<file path="src/design/sbpr_pkg.sv">
// Package for the six-button pad reader: result type, phase codes and axis constants.
// No dependencies; imported by sbpr_seq and six_button_pad_reader_core.
package sbpr_pkg;

    localparam logic [3:0] PHASE_IDLE   = 4'd0;
    localparam logic [3:0] PHASE_FIRST  = 4'd1;
    localparam logic [3:0] PHASE_AB     = 4'd1;
    localparam logic [3:0] PHASE_DIR    = 4'd2;
    localparam logic [3:0] PHASE_EXT    = 4'd6;
    localparam logic [3:0] PHASE_LAST   = 4'd8;

    localparam logic [7:0] SETTLE_RESET = 8'd2;

    localparam logic signed [7:0] AXIS_POS  = 8'sd127;
    localparam logic signed [7:0] AXIS_NEG  = -8'sd127;
    localparam logic signed [7:0] AXIS_ZERO = 8'sd0;

    localparam int LATCH_W = 12;

    // button latch bit positions
    localparam int BIT_A     = 0;
    localparam int BIT_B     = 1;
    localparam int BIT_C     = 2;
    localparam int BIT_X     = 3;
    localparam int BIT_Y     = 4;
    localparam int BIT_Z     = 5;
    localparam int BIT_START = 6;
    localparam int BIT_MODE  = 7;
    localparam int BIT_UP    = 8;
    localparam int BIT_DOWN  = 9;
    localparam int BIT_LEFT  = 10;
    localparam int BIT_RIGHT = 11;

    typedef struct packed {
        logic              select_level;
        logic              select_pad;
        logic              busy_res;
        logic              report_valid;
        logic              report_pad;
        logic [7:0]        buttons;
        logic signed [7:0] axis_x;
        logic signed [7:0] axis_y;
    } result_t;

endpackage

</file>
<file path="src/design/six_button_pad_reader_core.sv">
// Top level of the six-button pad reader: config register, sequencer, output skid.
// Depends on sbpr_pkg and sbpr_seq.
//
// Each input item is one timing tick carrying the request and the pad's data line
// levels; each item yields exactly one result item. An item is taken every cycle
// while item_stall is low; the sequencer state advances in the accepting cycle and the
// result is registered at that edge into the output register, or into a one-entry
// skid register when the output is held, so item_stall depends only on stored state.
// settle_ticks resets to 2, a value of 0 acts as 1, and the user must write it through
// cfg_we/cfg_data only while the block is idle; the block does not enforce this. A
// read sequence spans 8 * settle_ticks items past its start; the last carries the report.
module six_button_pad_reader_core #(
    parameter int NUM_PADS = 2
) (
    input  logic              clk,
    input  logic              rst_n,
    input  logic              cfg_we,
    input  logic [7:0]        cfg_data,
    input  logic              item_valid,
    output logic              item_stall,
    input  logic              start_req,
    input  logic              pad_index,
    input  logic [5:0]        data_lines,
    output logic              result_valid,
    input  logic              result_stall,
    output logic              select_level,
    output logic              select_pad,
    output logic              busy_res,
    output logic              report_valid,
    output logic              report_pad,
    output logic [7:0]        buttons,
    output logic signed [7:0] axis_x,
    output logic signed [7:0] axis_y
);
    import sbpr_pkg::*;

    logic [7:0] settle_reg;
    logic       accept;
    logic       take;
    result_t    step_result;
    result_t    out_reg;
    result_t    skid_reg;
    logic       out_valid_reg;
    logic       skid_valid_reg;

    assign item_stall = skid_valid_reg;
    assign accept     = item_valid && !skid_valid_reg;
    assign take       = out_valid_reg && !result_stall;

    always_ff @(posedge clk or negedge rst_n)
    begin
        if (!rst_n)
            settle_reg <= SETTLE_RESET;
        else if (cfg_we)
            settle_reg <= cfg_data;
    end

    sbpr_seq #(
        .NUM_PADS (NUM_PADS)
    ) u_seq (
        .clk          (clk),
        .rst_n        (rst_n),
        .step         (accept),
        .start_req    (start_req),
        .pad_index    (pad_index),
        .data_lines   (data_lines),
        .settle_ticks (settle_reg),
        .result       (step_result)
    );

    always_ff @(posedge clk or negedge rst_n)
    begin
        if (!rst_n)
        begin
            out_valid_reg  <= 1'b0;
            skid_valid_reg <= 1'b0;
        end
        else if (skid_valid_reg)
        begin
            if (take)
            begin
                out_valid_reg  <= 1'b1;
                skid_valid_reg <= 1'b0;
            end
        end
        else if (accept)
        begin
            if (out_valid_reg && !take)
                skid_valid_reg <= 1'b1;
            else
                out_valid_reg <= 1'b1;
        end
        else if (take)
        begin
            out_valid_reg <= 1'b0;
        end
    end

    always_ff @(posedge clk)
    begin
        if (skid_valid_reg)
        begin
            if (take)
                out_reg <= skid_reg;
        end
        else if (accept)
        begin
            if (out_valid_reg && !take)
                skid_reg <= step_result;
            else
                out_reg <= step_result;
        end
    end

    assign result_valid = out_valid_reg;
    assign select_level = out_reg.select_level;
    assign select_pad   = out_reg.select_pad;
    assign busy_res     = out_reg.busy_res;
    assign report_valid = out_reg.report_valid;
    assign report_pad   = out_reg.report_pad;
    assign buttons      = out_reg.buttons;
    assign axis_x       = out_reg.axis_x;
    assign axis_y       = out_reg.axis_y;

endmodule

</file>
<file path="src/design/sbpr_seq.sv">
// Select-phase sequencer and sample latch for the six-button pad reader.
// Depends on sbpr_pkg; advances one tick per accepted item and forms its result.
module sbpr_seq #(
    parameter int NUM_PADS = 2
) (
    input  logic              clk,
    input  logic              rst_n,
    input  logic              step,
    input  logic              start_req,
    input  logic              pad_index,
    input  logic [5:0]        data_lines,
    input  logic [7:0]        settle_ticks,
    output sbpr_pkg::result_t result
);
    import sbpr_pkg::*;

    logic [3:0]         phase_reg,  phase_next;
    logic [7:0]         hold_reg,   hold_next;
    logic [LATCH_W-1:0] latch_reg,  latch_next;
    logic               pad_reg,    pad_next;
    logic               report;
    logic               running;
    logic               phase_done;
    logic [7:0]         limit;
    logic [5:0]         pressed;

    always_ff @(posedge clk or negedge rst_n)
    begin
        if (!rst_n)
        begin
            phase_reg <= PHASE_IDLE;
            hold_reg  <= 8'd0;
            latch_reg <= '0;
            pad_reg   <= 1'b0;
        end
        else if (step)
        begin
            phase_reg <= phase_next;
            hold_reg  <= hold_next;
            latch_reg <= latch_next;
            pad_reg   <= pad_next;
        end
    end

    assign running    = phase_reg inside {[PHASE_FIRST:PHASE_LAST]};
    assign limit      = (settle_ticks == 8'd0) ? 8'd1 : settle_ticks;
    assign phase_done = ({1'b0, hold_reg} + 9'd1) >= {1'b0, limit};
    assign pressed    = ~data_lines;

    always_comb
    begin
        phase_next = phase_reg;
        hold_next  = hold_reg;
        latch_next = latch_reg;
        pad_next   = pad_reg;
        report     = 1'b0;
        if (!running)
        begin
            phase_next = PHASE_IDLE;
            if (start_req && (32'(pad_index) < NUM_PADS))
            begin
                pad_next   = pad_index;
                phase_next = PHASE_FIRST;
                hold_next  = 8'd0;
            end
        end
        else if (phase_done)
        begin
            hold_next = 8'd0;
            case (phase_reg)
                PHASE_AB:
                begin
                    latch_next[BIT_A]     = pressed[4];
                    latch_next[BIT_START] = pressed[5];
                end
                PHASE_DIR:
                begin
                    latch_next[BIT_UP]    = pressed[0];
                    latch_next[BIT_DOWN]  = pressed[1];
                    latch_next[BIT_LEFT]  = pressed[2];
                    latch_next[BIT_RIGHT] = pressed[3];
                    latch_next[BIT_B]     = pressed[4];
                    latch_next[BIT_C]     = pressed[5];
                end
                PHASE_EXT:
                begin
                    latch_next[BIT_MODE]  = pressed[3];
                    latch_next[BIT_X]     = pressed[2];
                    latch_next[BIT_Y]     = pressed[1];
                    latch_next[BIT_Z]     = pressed[0];
                end
                default:
                begin
                end
            endcase
            if (phase_reg == PHASE_LAST)
            begin
                phase_next = PHASE_IDLE;
                report     = 1'b1;
            end
            else
            begin
                phase_next = phase_reg + 4'd1;
            end
        end
        else
        begin
            hold_next = hold_reg + 8'd1;
        end
    end

    always_comb
    begin
        result              = '0;
        result.select_level = (phase_next == PHASE_IDLE) ? 1'b1 : ~phase_next[0];
        result.select_pad   = pad_next;
        result.busy_res     = (phase_next != PHASE_IDLE);
        result.report_valid = report;
        result.axis_x       = AXIS_ZERO;
        result.axis_y       = AXIS_ZERO;
        if (report)
        begin
            result.report_pad = pad_next;
            result.buttons    = latch_next[7:0];
            if (latch_next[BIT_UP])
                result.axis_y = AXIS_NEG;
            else if (latch_next[BIT_DOWN])
                result.axis_y = AXIS_POS;
            if (latch_next[BIT_LEFT])
                result.axis_x = AXIS_NEG;
            else if (latch_next[BIT_RIGHT])
                result.axis_x = AXIS_POS;
        end
    end

endmodule

</file>
<file path="config.mk">
export PLATFORM = sky130hd
export DESIGN_NAME = six_button_pad_reader_core
export DESIGN_NICKNAME = d
export VERILOG_FILES = /design/src/design/sbpr_pkg.sv /design/src/design/six_button_pad_reader_core.sv /design/src/design/sbpr_seq.sv
export SDC_FILE = /design/constraint.sdc
export NUM_CORES = 1
export LEC_CHECK = 0
export BUFFER_PORTS_ARGS = -buffer_cell sky130_fd_sc_hd__buf_4
export CAP_MARGIN = 5
export CORE_MARGIN = 8
export CORE_UTILIZATION = 40
export CTS_BUF_LIST = sky130_fd_sc_hd__clkbuf_16
export DETAILED_ROUTE_END_ITERATION = 10
export PLACE_DENSITY = 0.61
export SYNTH_ARGS = -nofsm -noshare
export SYNTH_HDL_FRONTEND = slang
export SYNTH_SLANG_ARGS = --single-unit
</file>
<file path="constraint.sdc">
create_clock -name clk -period 5.65 [get_ports clk]
set_clock_uncertainty 0.15 [all_clocks]
set_input_delay 1.13 -clock clk [delete_from_list [all_inputs] [get_ports clk]]
set_output_delay 1.13 -clock clk [all_outputs]
set_load 0.1 [all_outputs]
</file>
* Yosys cells after proc, flatten, opt, wreduce, memory -nomap -nowiden
Cells that the tools add are included.
** Storage, ports and cells
- Input port bits :: 21
- Bits in read-only memories :: 0
- Bits in writable memories :: 0
- Logic and storage cells :: 96
- Latch bits :: 0
- Memories kept :: 0
- Register bits :: 93
** Cells by class
- Div/mod/pow operators :: 0
- Add/subtract/negate cells :: 3
- Reductions and logical operators :: 17
- Eq/ne operators :: 7
- Magnitude comparators :: 3
- Bitwise gates (word level) :: 3
- Muxes and demuxes :: 40
- $mul :: 0
- Shift operators :: 0
** Operators by type and width (count)
- 29-bit 2-to-1 mux :: 4
- 8-bit 2-to-1 mux :: 6
- 25-bit 2-to-1 mux :: 1
- 12-bit 2-to-1 mux :: 2
- 1-bit 2-to-1 mux :: 19
- 4-bit 2-to-1 mux :: 4
- 7-bit 2-to-1 mux :: 2
- 8-bit by 1-bit adder with 9-bit output, second input constant :: 1
- 9-bit by 8-bit greater-or-equal comparator with 1-bit output :: 1
- 3-bit AND reduction :: 3
- 8-bit by 1-bit adder with 8-bit output, second input constant :: 1
- 8-bit logical NOT :: 1
- 6-bit NOT :: 1
- 2-bit nonzero test :: 3
- 4-bit by 1-bit adder with 4-bit output, second input constant :: 1
- 4-bit by 1-bit equality test with 1-bit output, second input constant :: 1
- 4-bit by 2-bit equality test with 1-bit output, second input constant :: 1
- 4-bit by 3-bit equality test with 1-bit output, second input constant :: 1
- 4-bit equality test, second input constant :: 1
- 4-bit by 1-bit greater-or-equal comparator with 1-bit output, second input constant :: 1
- 4-bit less-or-equal comparator, second input constant :: 1
- 1-bit logical AND :: 4
- 4-bit logical NOT :: 1
- 2-bit inequality test, second input constant :: 2
- 7 further kinds :: 10

* Depth between registers and ports, before layout
- Depth in word-level cells :: 11
- Gate-level depth with buffers :: 13
- Gate-level depth less buffers :: 10

* By module
A second synthesis with hierarchy kept.
** Unflattened totals
- Cells, all modules :: 355
- Area total of the unflattened synthesis :: 4679.5 µm²
** By module, submodules not included
- six_button_pad_reader_core :: sequential area each 1993.2 µm², times used 1, cells an instance 121, area an instance 2633.8 µm²
- sbpr_seq :: sequential area each 625.6 µm², times used 1, cells an instance 234, area an instance 2045.7 µm²

* Worst setup path after synthesis
Ideal clock, no wire load.
- Path type :: reg2reg
- From :: reg skid_valid_reg, in the netlist item_stall
- To :: reg out_reg, in the netlist axis_x[0] (enable)
- Data arrival time :: 2.762 ns
- Setup time :: 0.401 ns
- Required time :: 5.099 ns
- Path slack :: 2.337 ns
- Period minus slack after synthesis :: 3.313 ns
- Cell stages (with the launch flop) :: 5
- Cell sequence :: dfrtp_1 > buf_2 > buf_1 > a21oi_1 > a21oi_1
** Between the ends
- Cells in the longest elaborated chain, start to end :: 4
** RTL lines
- start: declaration :: line six_button_pad_reader_core.sv:44 : logic skid_valid_reg;
- start signal: assignment :: line six_button_pad_reader_core.sv:76 : skid_valid_reg <= 1'b0;
- start signal: assignment :: line six_button_pad_reader_core.sv:83 : skid_valid_reg <= 1'b0;
- start signal: assignment :: line six_button_pad_reader_core.sv:89 : skid_valid_reg <= 1'b1;
- 1-bit logical NOT :: line six_button_pad_reader_core.sv:47 : assign accept = item_valid && !skid_valid_reg;
- 1-bit logical AND :: line six_button_pad_reader_core.sv:47
- 2-bit nonzero test (no source line)
- 3-bit AND reduction (no source line) (*)
- end signal: assignment :: line six_button_pad_reader_core.sv:104 : out_reg <= skid_reg;
- end signal: assignment :: line six_button_pad_reader_core.sv:111 : out_reg <= step_result;
- end: declaration :: line six_button_pad_reader_core.sv:41 : result_t out_reg;
Every way passes the cells marked *; elsewhere a longest branch is shown, timed or not.
A chain may end at the register's enable or synchronous reset.

==> results.json <==
{
  "htree_levels": 3,
  "syn_to_final_growth_pct": 16.77,
  "tightest_slew_ns": 1.092,
  "ir_worst_vdd_mv": 0.2465,
  "fmax_mhz": 257.9,
  "grt_pass1_wl_um": 12200,
  "fin_setup_tns_ns": 0,
  "placed_cell_area_um2": 4263,
  "setup.worst_path.end": "skid_reg[22]",
  "synthXorXnorAreaFrac_pct": 1.129,
  "synthAdderAreaFrac_pct": 4.515,
  "synth_area_leader_cell": "edfxtp_1",
  "slew_violations": 0,
  "status": "finished clean",
  "drtPass1Iterations": 4,
  "wl_um": 7518,
  "postCtsSetupBuffers": 0,
  "r2r-start": "u_seq.hold_reg[0]",
  "hold_viol": 0,
  "die_x_um": 114.5,
  "netlist_area_um2": 3880,
  "arrival_ns": 3.78,
  "post-synth-top-area-fraction_pct": 29.41,
  "slew_headroom_pct": 27.18,
  "synth_edf_count": 38,
  "worstPathRequired_ns": 5.55,
  "die_area_um2": 13110,
  "hold_class": "flip-flop to flip-flop",
  "die_h_um": 114.5,
  "critPathBufInv": 0,
  "cts.reportedPaths.clkPinSlew_ns": 0.06,
  "path_cells": "ha_1 -> nand3_1 -> or2_2 -> nand2_1 -> ha_1 -> a21o_1 -> a221oi_2 -> o211a_1 -> or2_4 -> nor3_1",
  "worst_r2r_endpoint": "skid_reg[22]",
  "synth_commonest_cells": "edfxtp_1, dfrtp_1, nand2_1",
  "first_iter_violations": 118,
  "synth_compound_gate_area_share_pct": 15.45,
  "grt_pass1_vias": 2475,
  "ff2ff_path_depth": 10,
  "viasPerCell": 5.037,
  "clkSinkCount": 73,
  "ctsHoldBuffers": 0,
  "yosys_register_bits": 73,
  "total_leakage_power_uw": 0.001963,
  "track_usage_pct": 11.90,
  "drive_above_1_share_pct": 27.30,
  "period_share_pct": 68.63,
  "vias": 2589,
  "synth_ff_type": "edfxtp_1",
  "rsz0062_at_grt": "false",
  "critPathLaunch": "u_seq.hold_reg[0]",
  "startpoint_type": "flip-flop",
  "synth_mux_area_share_pct": 5.160,
  "cpLargestDelayFamily": "simple AND/OR/NAND/NOR gates",
  "async_flop_share_pct": 47.95,
  "portBuffers": 51,
  "synth_top_family_by_area": "compound AO/OA/AOI/OAI gates",
  "place.gp.congestion": 0.8337,
  "r2r_slack_ns": 1.77,
  "num_rows": 36,
  "crit_slowest_cell": "o211a_1",
  "route.detailed.drc": 0,
  "grt_max_degree": 36,
  "yosysSeqAreaShare_pct": 52.02,
  "cp_num_cells": 10,
  "netlist-cell-type-count": 58,
  "insertion_delay_ns": 0.33,
  "antenna_found_initial": 0,
  "yosysMostFrequentCell": "edfxtp_1",
  "syn_inst": 338,
  "maxCapViolCount": 0,
  "power.density_nw_per_um2": 587.5,
  "syn_area_per_cell_um2": 11.48,
  "crit_type": "flip-flop to flip-flop",
  "fin_crit_ns": 3.878,
  "diodes": 0,
  "largest_reg_flops": 19,
  "setup_viol": 0,
  "synth_area_leaders": "edfxtp_1, dfrtp_1, ha_1",
  "dpl.hpwl_um": 5269,
  "cts_buffers": 9,
  "cts_tree": "done",
  "final_area_um2": 4531,
  "synthSimpleGateAreaFrac_pct": 14.54,
  "num_io_pins": 52,
  "endpoint_kind": "flip-flop",
  "wl_per_cell_um": 14.63,
  "nets": 411,
  "ys_warn_count": 0,
  "clockRootBuffer": "clkbuf_16",
  "start_util_pct": 40.44,
  "grt_overflow_total": 0,
  "timing.critical_path.mode_cell": "ha_1",
  "cts_resized": 0,
  "cp_max_fo": 30,
  "worst_path_largest_cell_delay_ns": 0.66,
  "coreArea_um2": 9594,
  "ant_nets": 0,
  "clockBufferDepth": 2,
  "synth_fp_nets": 373
}
[cells by family after synthesis]
| group | Yosys count |
|---|---|
| and+or+nand+nor | 98 |
| AOI/OAI and AO/OA | 77 |
| DFF | 73 |
| buffers and inverters | 52 |
| muxes | 19 |
| adders and majority gates | 14 |
| xor gates and xnor gates | 5 |
[layer usage]
| layer | track usage (%) | vias up | routed length (um) |
|---|---|---|---|
| met5 | 0 | - | 0 |
| met4 | 3.194 | 0 | 46 |
| met3 | 3.903 | 4 | 379 |
| met2 | 18.93 | 60 | 3601 |
| met1 | 15.11 | 1232 | 3490 |
| li1 | - | 1293 | - |
[cell type report]
cell class	count	area [um2]
clock buffers	9	225.2
clock inverters	7	42.54
fillers	904	5064
inverters	27	101.3
multi-input cells	213	1587
flip-flops and latches	73	2018
well taps	133	166.4
repair buffers	52	390.4
[metrics by stage]
stage          power, uW  cells  hold slack (ns)  utilization, %  setup WS (ns)
6_report            2662    514           0.3358           47.22          1.772
5_1_grt             2793    514           0.3734           47.22          1.547
4_1_cts             2695    514           0.3357           47.22          1.768
3_5_place_dp        2173    498           0.3222           44.43          1.779
3_3_place_gp        2158    498           0.3124           44.43          1.865
2_1_floorplan       1931    338           0.2996               -          2.337
[worst min path at each step]
stage,startpoint,end,slack (ns),cells past startpoint
global placement,u_seq.pad_reg,u_seq.pad_reg,0.31,2
detailed placement,u_seq.pad_reg,u_seq.pad_reg,0.32,2
floorplan,u_seq.pad_reg,u_seq.pad_reg,0.30,2
global route,settle_reg[0],settle_reg[0],0.37,1
finish,u_seq.pad_reg,u_seq.pad_reg,0.34,2
CTS,u_seq.pad_reg,u_seq.pad_reg,0.34,2
[worst min-delay path, delay by kind of cell, from the launching register on]
family          cells  cell delay [ns]
flops               1             0.34
compound gates      1             0.06
simple gates        1             0.04
[power breakdown]
| part | internal (uW) | switching, uW | total, uW |
|---|---|---|---|
| sequential | 719 | 87.9 | 807 |
| clock | 295 | 216 | 512 |
| combinational | 308 | 1040 | 1340 |
[cells in the final DEF, fill, tap and decap left out, drive strengths merged, types with 3 or more instances in the layout]
cell type	netlist	final
nor3	4	4
nand3b	3	3
xnor2	4	4
a21o	7	7
buf	22	52
nand3	12	12
nor2	23	23
nand2	33	33
edfxtp	38	38
a32o	7	7
mux2i	14	14
clkbuf	3	9
clkinv	0	4
o31ai	14	14
a21oi	13	13
nand2b	5	5
mux2	5	5
and3	7	7
inv	27	29
ha	14	14
o21ai	19	19
dfrtp	34	34
(Power assumes the default switching activity.)
